==> config.mk <==
export PLATFORM = sky130hd
export DESIGN_NAME = fuc_cfg_regs
export DESIGN_NICKNAME = d
export VERILOG_FILES = /design/src/sv/fuc_pkg.sv /design/src/sv/fuc_cfg_regs.sv
export SDC_FILE = /design/constraint.sdc
export NUM_CORES = 1
export LEC_CHECK = 0
export ABC_AREA = 1
export ABC_CLOCK_PERIOD_IN_PS = 1800
export BUFFER_PORTS_ARGS = -buffer_cell sky130_fd_sc_hd__buf_4
export CAP_MARGIN = 20
export CORE_UTILIZATION = 51
export CTS_BUF_LIST = sky130_fd_sc_hd__clkbuf_2
export CTS_CLUSTER_DIAMETER = 60
export CTS_CLUSTER_SIZE = 14
export DETAILED_ROUTE_END_ITERATION = 10
export PLACE_DENSITY_LB_ADDON = 0.12
export SYNTH_ARGS = -nofsm -noshare
export SYNTH_HDL_FRONTEND = slang
export SYNTH_SLANG_ARGS = --single-unit
==> constraint.sdc <==
create_clock -name clk -period 1.8 [get_ports clk]
set_clock_uncertainty 0.1 [all_clocks]
set_input_delay 0.18 -clock clk [delete_from_list [all_inputs] [get_ports clk]]
set_output_delay 0.18 -clock clk [all_outputs]
set_load 0.005 [all_outputs]
==> src/sv/fuc_pkg.sv <==
// Shared types, constants and the CRC step function for the frame upload checker.
package fuc_pkg;

  localparam int HEADER_BYTES    = 16;
  localparam int FRAME_BUF_BYTES = 131072;
  localparam int HDR_IDX_W       = $clog2(HEADER_BYTES);
  localparam int ADDR_W          = $clog2(FRAME_BUF_BYTES);
  localparam int CNT_W           = 20;
  localparam int LEN_W           = 32;

  localparam logic [CNT_W-1:0] SIZE_MIN = CNT_W'(HEADER_BYTES + 1);
  localparam logic [CNT_W-1:0] SIZE_MAX = CNT_W'(HEADER_BYTES + FRAME_BUF_BYTES);

  localparam logic [15:0] CRC_POLY = 16'h1021;
  localparam logic [15:0] CRC_INIT = 16'hFFFF;
  localparam logic [15:0] CRC_MSB  = 16'h8000;

  localparam int CFG_ADDR_W = 5;

  typedef enum logic [2:0] {
    REG_MAGIC_FIRST    = 3'd0,
    REG_MAGIC_SECOND   = 3'd1,
    REG_VERSION_SCALED = 3'd2,
    REG_VERSION_NATIVE = 3'd3,
    REG_GEOM_A_WIDTH   = 3'd4,
    REG_GEOM_A_HEIGHT  = 3'd5,
    REG_GEOM_B_WIDTH   = 3'd6,
    REG_GEOM_B_HEIGHT  = 3'd7
  } reg_idx_t;

  typedef enum logic [1:0] {
    PH_IDLE    = 2'd0,
    PH_HEADER  = 2'd1,
    PH_PAYLOAD = 2'd2
  } phase_t;

  typedef enum logic [3:0] {
    V_OK      = 4'd0,
    V_SIZE    = 4'd1,
    V_SHORT   = 4'd2,
    V_MAGIC   = 4'd3,
    V_VERSION = 4'd4,
    V_LENGTH  = 4'd5,
    V_GEOM    = 4'd6,
    V_TRUNC   = 4'd7,
    V_CRC     = 4'd8
  } verdict_t;

  typedef struct packed {
    logic [7:0]  magic_first;
    logic [7:0]  magic_second;
    logic [7:0]  version_scaled;
    logic [7:0]  version_native;
    logic [15:0] geom_a_width;
    logic [15:0] geom_a_height;
    logic [15:0] geom_b_width;
    logic [15:0] geom_b_height;
  } cfg_t;

  typedef logic [HEADER_BYTES-1:0][7:0] hdr_t;

  function automatic logic [15:0] crc_byte(input logic [15:0] crc, input logic [7:0] b);
    logic [15:0] c;
    c = crc ^ {b, 8'h00};
    for (int k = 0; k < 8; k++) begin
      if ((c & CRC_MSB) != 16'h0000) begin
        c = {c[14:0], 1'b0} ^ CRC_POLY;
      end else begin
        c = {c[14:0], 1'b0};
      end
    end
    return c;
  endfunction

endpackage

==> src/sv/fuc_cfg_regs.sv <==
// Configuration register file with an APB-style access port.
module fuc_cfg_regs (
  input  logic                           clk,
  input  logic                           rst,
  input  logic                           psel,
  input  logic                           penable,
  input  logic                           pwrite,
  input  logic [fuc_pkg::CFG_ADDR_W-1:0] paddr,
  input  logic [31:0]                    pwdata,
  output logic [31:0]                    prdata,
  output logic                           pready,
  output fuc_pkg::cfg_t                  cfg
);
  import fuc_pkg::*;

  reg_idx_t idx;
  logic     wr;

  assign pready = 1'b1;
  assign idx    = reg_idx_t'(paddr[CFG_ADDR_W-1:2]);
  assign wr     = psel && penable && pwrite && pready;

  always_ff @(posedge clk) begin
    if (rst) begin
      cfg.magic_first    <= 8'd0;
      cfg.magic_second   <= 8'd0;
      cfg.version_scaled <= 8'd0;
      cfg.version_native <= 8'd0;
      cfg.geom_a_width   <= 16'd768;
      cfg.geom_a_height  <= 16'd552;
      cfg.geom_b_width   <= 16'd800;
      cfg.geom_b_height  <= 16'd600;
    end else if (wr) begin
      unique case (idx)
        REG_MAGIC_FIRST:    cfg.magic_first    <= pwdata[7:0];
        REG_MAGIC_SECOND:   cfg.magic_second   <= pwdata[7:0];
        REG_VERSION_SCALED: cfg.version_scaled <= pwdata[7:0];
        REG_VERSION_NATIVE: cfg.version_native <= pwdata[7:0];
        REG_GEOM_A_WIDTH:   cfg.geom_a_width   <= pwdata[15:0];
        REG_GEOM_A_HEIGHT:  cfg.geom_a_height  <= pwdata[15:0];
        REG_GEOM_B_WIDTH:   cfg.geom_b_width   <= pwdata[15:0];
        REG_GEOM_B_HEIGHT:  cfg.geom_b_height  <= pwdata[15:0];
        default: ;
      endcase
    end
  end

  always_comb begin
    unique case (idx)
      REG_MAGIC_FIRST:    prdata = {24'd0, cfg.magic_first};
      REG_MAGIC_SECOND:   prdata = {24'd0, cfg.magic_second};
      REG_VERSION_SCALED: prdata = {24'd0, cfg.version_scaled};
      REG_VERSION_NATIVE: prdata = {24'd0, cfg.version_native};
      REG_GEOM_A_WIDTH:   prdata = {16'd0, cfg.geom_a_width};
      REG_GEOM_A_HEIGHT:  prdata = {16'd0, cfg.geom_a_height};
      REG_GEOM_B_WIDTH:   prdata = {16'd0, cfg.geom_b_width};
      REG_GEOM_B_HEIGHT:  prdata = {16'd0, cfg.geom_b_height};
      default:            prdata = 32'd0;
    endcase
  end

endmodule

== Word-level counts from Yosys, hierarchy flattened ==
Cells that the tools add are included.

* Input port bits: 42
* Flip-flop bits (word level): 96
* Output and inout port bits: 129
* Word-level logic and storage cells: 27

* Muxes and demuxes: 1
* Equal/unequal tests: 7
* Reduce and logical (&&, ||, !) cells: 11

{| class="wikitable"
|+ Operators by type and width
! cell !! count
|-
| $pmux W32 S8 || 1
|-
| $reduce_and A2 Y1 || 8
|-
| $eq A3 B3 Y1 const B || 4
|-
| $eq A3 B2 Y1 const B || 2
|-
| $eq A3 B1 Y1 const B || 1
|-
| $logic_not A3 Y1 || 1
|-
| $logic_and A1 B1 Y1 || 2
|}

== Logic depth before layout (Yosys ltp) ==
Gate-level depths: netlist of run 1.

* Word-level depth: 3
* Mapped depth: 8

== Worst setup path after synthesis of run 1 ==
Ideal clock, no wire load.

* Kind: input -> output
* From: input paddr[4] in the netlist's numbering
* To: output prdata[0]
* Stages: 7
* Path slack: 0.475 ns
* Data arrival time: 1.045 ns
* Required time: 1.520 ns
* Buffers on the path: 2
* Cells stage by stage: inv_1 -> buf_2 -> clkbuf_1 -> nand4_1 -> nand2_1 -> nor2_1 -> nand3_1

* Word-level cells in the longest chain between the ends: 2
* Elaborated cells on any way between the ends: 9

{| class="wikitable"
|+ RTL lines
! element !! RTL line !! text
|-
| from (decl) || fuc_cfg_regs.sv:8 || <nowiki>input logic [fuc_pkg::CFG_ADDR_W-1:0] paddr,</nowiki>
|-
| $eq A3 B3 Y1 (tied with other cells) || fuc_cfg_regs.sv:49 || <nowiki>unique case (idx)</nowiki>
|-
| $pmux W32 S8 * || fuc_cfg_regs.sv:49 ||
|-
| to (decl) || fuc_cfg_regs.sv:10 || <nowiki>output logic [31:0] prdata,</nowiki>
|}

Every way passes the cells marked *; elsewhere a longest branch is shown, timed or not. The select of a mux whose other input is x is not followed.

== Worst setup path in the final report of run 1 ==
* From: register cfg[70] in the netlist's numbering
* To: output prdata[6]

* Word-level cells in the longest chain between the ends: 1

{| class="wikitable"
|+ RTL lines
! element !! RTL line !! text
|-
| from (decl) || fuc_cfg_regs.sv:12 || <nowiki>output fuc_pkg::cfg_t cfg</nowiki>
|-
| $pmux W32 S8 || fuc_cfg_regs.sv:49 ||
|}

No other way between the ends. The select of a mux whose other input is x is not followed.

==> metrics.txt, run 1 <==
Initial Util=53.2%; overall die area=9080 sq um; dominant cells by area after synthesis=sky130_fd_sc_hd__dfxtp_1 43%, sky130_fd_sc_hd__nor2_1 14%, sky130_fd_sc_hd__o21ai_0 9.5%; Die X-Extent=95.3 um; placed instance count=847; cell count after synthesis=638; worst setup path startpoint=cfg[70]$_SDFFE_PP0P_; share of the synthesized area in the top cell type=43.3%; number of max-cap violations=0; buffers from clock root to sink, at most=2; Tot GR Track Use=31.6%; top routing layer in use=met4; unrepaired setup endpoints after global routing=yes; clk slew on worst S/H paths=0.24 ns; peak clock frequency supported by timing=569 MHz; post-synthesis sequential area ratio=43.3%; first-pass GRT wire length=21800 um; number of global-route vias before repair=4309; residual DRC count=0; min-delay worst type=input pin to flip-flop; r2r startpoint=cfg[56]$_SDFFE_PP1P_; routability congestion estimate=0.892; met2 wire length=6890 um; layout-stage area growth over the synthesis result=33.4%; Final period util=97.6%; FF-to-FF path depth=3; number of iterations in the first detailed-routing pass=5; antenna diode instance count=0; CTS root buf=sky130_fd_sc_hd__clkbuf_2; biggest regs=cfg: 96 flops; nature of the critical path endpoint=output pin; initial antenna violation count=0; critical path launch point type=flip-flop; final critical delay including setup and external delays=1.76 ns; aggregate routed wire length=14500 um; TritonCTS clock tree=built; final routed wire length divided by cell count=16.2 um; grt ovf=0; Worst R2R Setup Slack=0.56 ns; Post-DRT Antenna Nets=0; Leakage=0.00288 uW; standard-cell row count=33; port bufs=135; number of buffers created by CTS=9; end point of the critical path=prdata[6]; fraction of layout cells with a size suffix above 1=30.4%; most common cell after layout, fill and taps aside=sky130_fd_sc_hd__buf_4; Setup violations, final=0; maximum resistive drop on vdd=0.317 mV; Post-Syn Area=4440 sq um; power density of the placed cells=621 nW/um^2; Crit Path Max Fanout=2; run status=finished, final reports clean; routed wl met3=1160 um; post-route insts no fill=898; detailed-placement wirelength estimate=9630 um; Reg with most FFs=cfg; total routed wire length on the met1 layer=6080 um; arrival time of the worst setup path=1.48 ns; I/O pin cnt=171; H-tree depth=3; Worst Path Required=1.52 ns; clock insertion delay at the later pin of the skew report=0.55 ns; Synthesis Warnings=0; total number of clock tree sinks=96; Die Y-Extent=95.3 um; Synth area leader=sky130_fd_sc_hd__dfxtp_1; setup TNS after final layout=0 ns; routed vias=4972; number of register bits inferred by synthesis=96; hold violation count in the final report=0; number of different library cells in the post-synthesis netlist=22; mean area per synthesized cell=6.96 sq um; end of the worst register-to-register path=cfg[56]$_SDFFE_PP1P_; Core ar.=8340 sq um; NumNets Final=830; max reg flops=96; Max Slew Vio Count=0; filler instances=716; ratio of routed vias to standard cells=5.54; pin count of the biggest net entering global routing=97; most used cells in the layout excluding fill and tap cells=163 x sky130_fd_sc_hd__buf_4, 155 x sky130_fd_sc_hd__nor2_1, 98 x sky130_fd_sc_hd__nand2_1, 84 x sky130_fd_sc_hd__o21ai_0, 67 x sky130_fd_sc_hd__dfxtp_1; path type of the worst setup path=flip-flop to output pin; drt first-iter violations=408
[how the worst min path moves through the flow]
stage	startpoint	to	slack, ns	depth (start not counted)
final	paddr[2]	cfg[66]$_SDFFE_PP0P_	0.08	4
after floorplan	pwdata[9]	cfg[9]$_SDFFE_PP1P_	0.19	2
after CTS	paddr[2]	cfg[66]$_SDFFE_PP0P_	0.06	4
after global placement	pwdata[9]	cfg[9]$_SDFFE_PP1P_	0.32	3
after detailed placement	pwdata[8]	cfg[56]$_SDFFE_PP1P_	0.34	3
after global routing	penable	cfg[9]$_SDFFE_PP1P_	0.07	6
[cell usage after synthesis (all sizes together)]
library cell,instances
buf,37
clkbuf,22
conb,2
dfxtp,96
inv,21
nand2,100
nand3,33
nand4,40
nor2,170
nor3,32
o211ai,1
o21ai,84
[power by group]
group | internal, uW | total (uW) | switching [uW] | leakage (uW)
combinational | 171 | 429 | 258 | 0.00203
clock | 329 | 1060 | 735 | 0.0000658
sequential | 2160 | 2180 | 23.1 | 0.000787
total | 2660 | 3680 | 1020 | 0.00288
[stage by stage]
step | instance area, sq um | worst slack (ns) | hold WS (ns) | utilization, % | power, uW
finish | 5920 | 0.0425 | 0.0756 | 71.0 | 3680
global route | 5920 | -0.0464 | 0.0705 | 71.0 | 3810
CTS | 5730 | 0.00545 | 0.0634 | 68.7 | 3650
detailed placement | 5430 | -0.0610 | 0.335 | 65.1 | 2600
global placement | 5430 | 0.000218 | 0.322 | 65.1 | 2600
floorplan | 4500 | 0.475 | 0.193 | - | 2450
[repair_timing]
item,4_1_cts,5_1_grt
hold buffers,18,0
gates cloned,0,0
setup buffers,0,17
setup endpoints to repair,3,9
hold endpoints to repair,96,0
resized for setup,3,39
pin swaps,0,11
[final cells by class]
| class | instances | area (sq um) | share of cell area [%] |
|---|---|---|---|
| inverter | 21 | 82.6 | 1.39 |
| sequential | 96 | 1960 | 33.1 |
| timing repair buffer | 183 | 1440 | 24.4 |
| tap | 105 | 131 | 2.22 |
| clock buffer | 11 | 55.1 | 0.929 |
| multi-input combinational | 477 | 2200 | 37.1 |
| clock inverter | 5 | 57.6 | 0.971 |
[worst max-delay path, cell delays in order (launching register included)]
cell                      delay (ns)
sky130_fd_sc_hd__dfxtp_2        0.39
sky130_fd_sc_hd__nand4_1        0.09
sky130_fd_sc_hd__nand2_1        0.08
sky130_fd_sc_hd__nor2_2         0.15
sky130_fd_sc_hd__nand3_2        0.10
sky130_fd_sc_hd__buf_4          0.15
[layer usage]
layer,vias to the layer above,GRT usage [%]
met4,0,14.0
met5,-,0
met3,35,4.63
met2,275,51.1
li1,2373,-
met1,2289,41.6
[kinds of logic after synthesis]
group	synth area share, %
flip-flops	43.3
buffers and inverters	9.33
other	0.169
AO/OA/AOI/OAI	9.64
AND/OR/NAND/NOR	37.6
(Power assumes the default switching activity.)
==> run 2: changes to the inputs <==
Settings changed: GPL_TIMING_DRIVEN set to 0.
==> run 2 against run 1 <==
Against the previous run: core utilization increased by 1.5 points; critical path depth did not move; register-to-register slack better by 0.25 ns; worst setup slack worse by 0.031 ns; clock-buffer cell count down 1; first-iteration DRC count is 9.3% higher; total power is 2.3% higher; die area is the same; critical path type unchanged; largest cell class unchanged; worst hold slack worse by 0.031 ns.
==> metrics.txt, run 2 (same netlist as run 1, synthesis figures left out) <==
relative contribution of the clock network to total power=29.5% (+0.6 points); Setup violations, final=0 (unchanged); maximum resistive drop on vdd=0.358 mV (+13%); hold violation count in the final report=0 (unchanged); clk slew on worst S/H paths=0.32 ns (+0.08 ns); switching part of the total=28.8% (+1.1 points); most common cell after layout, fill and taps aside=sky130_fd_sc_hd__buf_4; I/O pin cnt=171 (unchanged); antenna diode instance count=0 (unchanged); footprint of the multi-input gates=2200 sq um (+0.23%); internal power=2680 uW (+0.69%); Critical Path, Cell by Cell=nand4_1, nand2_1, nor2_2, nand3_2, buf_4; Leakage=0.00296 uW (+2.9%); net switching component of the power=1080 uW (+6.5%); post-route insts no fill=932 (+3.8%); Sequential Area=1950 sq um (-0.32%); CP top delay family=flip-flops; Die X-Extent=95.3 um (unchanged); NumNets Final=864 (+4.1%); power density of the placed cells=621 nW/um^2 (+0.11%); aggregate routed wire length=15500 um (+6.6%); CTS root buf=sky130_fd_sc_hd__clkbuf_2; fraction of layout cells with a size suffix above 1=29.6% (-0.77 points); critical path launch point type=flip-flop; overall die area=9080 sq um (unchanged); final routed wire length divided by cell count=16.6 um (+2.7%); filler instances=700 (-2.2%); Max Slew Vio Count=0 (unchanged); clock insertion delay at the later pin of the skew report=0.55 ns (about the same); unrepaired setup endpoints after global routing=yes; routed vias=5130 (+3.2%); biggest regs=cfg: 96 flops; Initial Util=53.2% (unchanged); port bufs=127 (-5.9%); number of buffers created by CTS=9 (unchanged); placed instance count=885 (+4.5%); final critical delay including setup and external delays=1.79 ns (+0.0307 ns); min-delay worst type=input pin to flip-flop; Reg with most FFs=cfg; buffers from clock root to sink, at most=2 (unchanged); Final period util=99.3% (+1.7 points); total number of clock tree sinks=96 (unchanged); Tot GR Track Use=34.4% (+2.8 points); most used cells in the layout excluding fill and tap cells=156 x sky130_fd_sc_hd__buf_4, 154 x sky130_fd_sc_hd__nor2_1, 97 x sky130_fd_sc_hd__nand2_1, 84 x sky130_fd_sc_hd__o21ai_0, 74 x sky130_fd_sc_hd__dfxtp_1; max reg flops=96 (unchanged); pre-CTS setup slack=-0.0258 ns (+0.0351 ns); Worst Path Required=1.52 ns (about the same); grt ovf=0 (unchanged); detailed-placement wirelength estimate=11000 um (+14%); slew at the pin with the worst max-slew slack=0.646 ns; routability congestion estimate=0.968 (+8.5%); number of global-route vias before repair=4651 (+7.9%); worst max-slew margin expressed relative to the limit=56.9%; H-tree depth=3 (unchanged); final design utilization=72.6% (+1.5 points); peak clock frequency supported by timing=559 MHz (-1.7%); standard-cell row count=33 (unchanged); ratio of routed vias to standard cells=5.50 (-0.59%); layout-stage area growth over the synthesis result=36.3%; nature of the critical path endpoint=output pin; number of iterations in the first detailed-routing pass=5 (unchanged); Critical path buffers and inverters=1 (unchanged); number of max-cap violations=0 (unchanged); Combinational Power Share=12.4% (+0.7 points); run status=finished, final reports clean; first-pass GRT wire length=23300 um (+7.1%); path type of the worst setup path=flip-flop to output pin; Die Y-Extent=95.3 um (unchanged); final worst slack=0.0118 ns (-0.0307 ns); residual DRC count=0 (unchanged); pin count of the biggest net entering global routing=17 (-82%); drt first-iter violations=446 (+9.3%); arrival time of the worst setup path=1.51 ns (+0.03 ns); slowest stage cell, crit path=sky130_fd_sc_hd__dfxtp_2; Crit Path Max Fanout=3 (+1); TritonCTS clock tree=built; initial antenna violation count=0 (unchanged); Post-DRT Antenna Nets=0 (unchanged); part of the total power dissipated in sequential elements=58.1% (-1.3 points); Core ar.=8340 sq um (unchanged); peak per-stage delay on the critical path=0.40 ns (about the same)
[run 2: worst min-delay path, stage by stage]
cell                      delay [ns]
sky130_fd_sc_hd__buf_4          0.14
sky130_fd_sc_hd__nand2_2        0.09
sky130_fd_sc_hd__nor2_4         0.06
sky130_fd_sc_hd__nand2_4        0.10
sky130_fd_sc_hd__o21ai_0        0.08
sky130_fd_sc_hd__nor2_1         0.07
[run 2: worst paths after layout]
check                        from  slack, ns                   end  depth (start not counted)
max          cfg[36]$_SDFFE_PP0P_       0.01             prdata[4]                          5
min                      paddr[3]       0.04   cfg[5]$_SDFFE_PP0P_                          6
max reg2reg  cfg[54]$_SDFFE_PP0P_       0.81  cfg[54]$_SDFFE_PP0P_                          4
min reg2reg  cfg[57]$_SDFFE_PP1P_       0.41  cfg[57]$_SDFFE_PP1P_                          2
[run 2: per-stage QoR]
step | TNS, ns | power, uW | cell area (sq um) | hold WS, ns
2_1_floorplan | 0 | 2450 | 4500 | 0.193
3_3_place_gp | -0.0563 | 2630 | 5580 | 0.318
3_5_place_dp | -0.148 | 2640 | 5580 | 0.328
4_1_cts | 0 | 3730 | 5940 | 0.0509
5_1_grt | -0.404 | 3870 | 6050 | 0.0596
6_report | 0 | 3760 | 6050 | 0.0448
[run 2: cell type report]
cell class                 instances  area share, %
buffer                            59           5.58
clock buffer                      10          0.827
clock inverter                     6           1.07
inverter                          21           1.30
multi-input combinational        477           36.4
sequential                        96           32.2
tap                              105           2.17
timing repair buffer             158           20.4
[run 2: routing by layer]
metal / up-vias / routed length, um / GRT usage [%]
li1: 2442 / - / -
met1: 2357 / 6210 / 42.8
met2: 290 / 7400 / 58.2
met3: 41 / 1440 / 5.98
met4: 0 / 447 / 14.9
met5: - / 0 / 0
[run 2: power groups by stage]
stage	combinational, uW	sequential (uW)	clock (uW)
global placement	408	2220	0
CTS	448	2180	1100
floorplan	226	2220	0
detailed placement	413	2220	0
global route	505	2190	1180
finish	467	2180	1110
[run 2: what timing repair did]
item                                    CTS  global route
hold endpoints to repair                 74             0
hold buffers                             19             0
buffers inserted                          3             9
resized for setup                        17            24
pin swaps                                 0             6
endpoints found under the setup margin    8             8
==> run 3: changes to the inputs <==
Settings changed: CELL_PAD_IN_SITES_DETAIL_PLACEMENT set to 0, CELL_PAD_IN_SITES_GLOBAL_PLACEMENT set to 1, CORE_UTILIZATION 51 to 35, SKIP_CTS_REPAIR_TIMING set to 1.
==> run 3 against run 2 <==
Against the previous run: the run now ends with negative setup slack left; total power grew 3.1%; worst setup slack got worse by 0.026 ns; non-clock buffer count fell by 1; routed wire length up 12%; die area grew 45%; critical path depth is the same; final cell count increased by 6.5%; global-route usage shrank 8.4 points; critical path type unchanged.
==> metrics.txt, run 3 (same netlist as run 1, synthesis figures left out) <==
Reg with most FFs=cfg; Worst Path Required=1.52 ns (about the same); routed vias=5032 (-1.9%); relative contribution of the clock network to total power=31.6% (+2.1 points); number of buffers created by CTS=9 (unchanged); detailed-placement wirelength estimate=12300 um (+12%); Die X-Extent=115 um (+20%); worst max-slew margin expressed relative to the limit=52.3% (-4.7 points); Crit Path Max Fanout=2 (-1); Critical Path, Cell by Cell=nand4_1, nand2_1, nor2_2, nand3_1, buf_4; pin count of the biggest net entering global routing=16 (-1); buffers from clock root to sink, at most=2 (unchanged); fraction of layout cells with a size suffix above 1=30.2% (+0.56 points); Final period util=101% (+1.5 points); Setup violations, final=2 (+2); placed instance count=948 (+7.1%); Initial Util=36.4% (-17 points); unrepaired setup endpoints after global routing=yes; ratio of routed vias to standard cells=5.07 (-7.9%); I/O pin cnt=171 (unchanged); switching part of the total=27.7% (-1.0 points); slowest stage cell, crit path=sky130_fd_sc_hd__dfxtp_2; most used cells in the layout excluding fill and tap cells=155 x sky130_fd_sc_hd__nor2_1, 155 x sky130_fd_sc_hd__buf_4, 97 x sky130_fd_sc_hd__nand2_1, 84 x sky130_fd_sc_hd__o21ai_0, 70 x sky130_fd_sc_hd__dfxtp_1; overall die area=13100 sq um (+45%); peak clock frequency supported by timing=551 MHz (-1.5%); final worst slack=-0.0146 ns (-0.0264 ns); Post-DRT Antenna Nets=0 (unchanged); standard-cell row count=40 (+21%); number of max-cap violations=0 (unchanged); setup TNS after final layout=-0.0180 ns (-0.0180 ns); H-tree depth=3 (unchanged); path type of the worst setup path=flip-flop to output pin; nature of the critical path endpoint=output pin; drt first-iter violations=336 (-25%); grt ovf=0 (unchanged); Die Y-Extent=115 um (+20%); post-route insts no fill=993 (+6.5%); arrival time of the worst setup path=1.53 ns (+0.02 ns); routability congestion estimate=0.849 (-12%); final critical delay including setup and external delays=1.81 ns (+0.0264 ns); critical path launch point type=flip-flop; number of iterations in the first detailed-routing pass=7 (+2); Combinational Power Share=12.1% (-0.3 points); internal power=2800 uW (+4.7%); initial antenna violation count=0 (unchanged); slew at the pin with the worst max-slew slack=0.716 ns (+0.0703 ns); total number of clock tree sinks=96 (unchanged); run status=finished, violations left; min-delay worst type=input pin to flip-flop; Critical path buffers and inverters=1 (unchanged); Max Slew Vio Count=0 (unchanged); violated checks=negative setup slack; Tot GR Track Use=26.0% (-8.4 points); Core ar.=12200 sq um (+46%); hold violation count in the final report=0 (unchanged); clk slew on worst S/H paths=0.26 ns (-0.06 ns); CP top delay family=simple AND/OR/NAND/NOR gates; Crit path depth=5 (unchanged); CTS root buf=sky130_fd_sc_hd__clkbuf_2; part of the total power dissipated in sequential elements=56.3% (-1.8 points); Leakage=0.00296 uW (about the same); biggest regs=cfg: 96 flops; final routed wire length divided by cell count=17.4 um (+4.7%); NumNets Final=863 (-0.12%); TritonCTS clock tree=built; layout-stage area growth over the synthesis result=38.6%; net switching component of the power=1080 uW (-0.60%); max reg flops=96 (unchanged); aggregate routed wire length=17300 um (+12%); port bufs=127 (unchanged); FF-to-FF path depth=3 (-1); residual DRC count=0 (unchanged); clock insertion delay at the later pin of the skew report=0.57 ns (+0.02 ns); maximum resistive drop on vdd=0.354 mV (-1.0%); peak per-stage delay on the critical path=0.39 ns (about the same); number of global-route vias before repair=4497 (-3.3%); cell depth of the worst hold path=3 (-3); first-pass GRT wire length=25300 um (+8.2%); antenna diode instance count=0 (unchanged); filler instances=1302 (+86%); power density of the placed cells=630 nW/um^2 (+1.5%)
run 3: cell types whose count changed in the layout (fill, tap and decap cells not counted), moves of 2 or more:
cell                       change
sky130_fd_sc_hd__inv_6         -2
sky130_fd_sc_hd__dfxtp_1       -4
sky130_fd_sc_hd__clkinv_4      +2
sky130_fd_sc_hd__dfxtp_2       +4
run 3: power groups by stage:
stage	Sequential, uW	Combinational (uW)	Clock (uW)
3_3_place_gp	2220	424	0
3_5_place_dp	2220	426	0
5_1_grt	2190	512	1320
6_report	2180	471	1220
2_1_floorplan	2220	226	0
4_1_cts	2190	427	1240
run 3: area by class of cell:
class | instances | area [sq um] | area share (%)
Timing Repair Buffer | 157 | 1230 | 20.0
Tap cell | 168 | 210 | 3.42
Buffer | 59 | 340 | 5.53
Inverter | 21 | 78.8 | 1.28
Clock buffer | 10 | 50.0 | 0.813
Multi-Input combinational cell | 477 | 2200 | 35.8
Sequential cell | 96 | 1960 | 31.8
Clock inverter | 5 | 82.6 | 1.34
run 3: final timing paths:
| check | startpoint | end | slack [ns] |
|---|---|---|---|
| min | pwdata[1] | cfg[49]$_SDFFE_PP0P_ | 0.009 |
| max reg2reg | cfg[66]$_SDFFE_PP0P_ | cfg[66]$_SDFFE_PP0P_ | 0.91 |
| min reg2reg | cfg[37]$_SDFFE_PP1P_ | cfg[37]$_SDFFE_PP1P_ | 0.41 |
| max | cfg[68]$_SDFFE_PP0P_ | prdata[4] | -0.01 |
run 3: per-layer routing:
layer  GRT usage, %  up-vias  share of wire (%)
li1               -     2436                  -
met4           8.83        0                1.5
met2           43.8      231                 48
met3           3.23       21                7.3
met5              0        -                  0
met1           34.2     2344                 44
run 3: tightest hold or removal path, stage by stage:
cell                       delay, ns
sky130_fd_sc_hd__clkbuf_1       0.27
sky130_fd_sc_hd__nor2_1         0.18
sky130_fd_sc_hd__nor2_1         0.05
run 3: per-stage QoR:
stage	setup slack [ns]	instance area (sq um)	util [%]	hold slack [ns]	total power [uW]
final	-0.0146	6150	50.4	0.00926	3880
after floorplan	0.475	4500	-	0.193	2450
after global routing	-0.0847	6150	50.4	0.00981	4020
after CTS	-0.121	5790	47.4	-0.301	3860
after global placement	-0.102	5660	46.4	0.323	2650
after detailed placement	-0.115	5660	46.4	0.336	2650
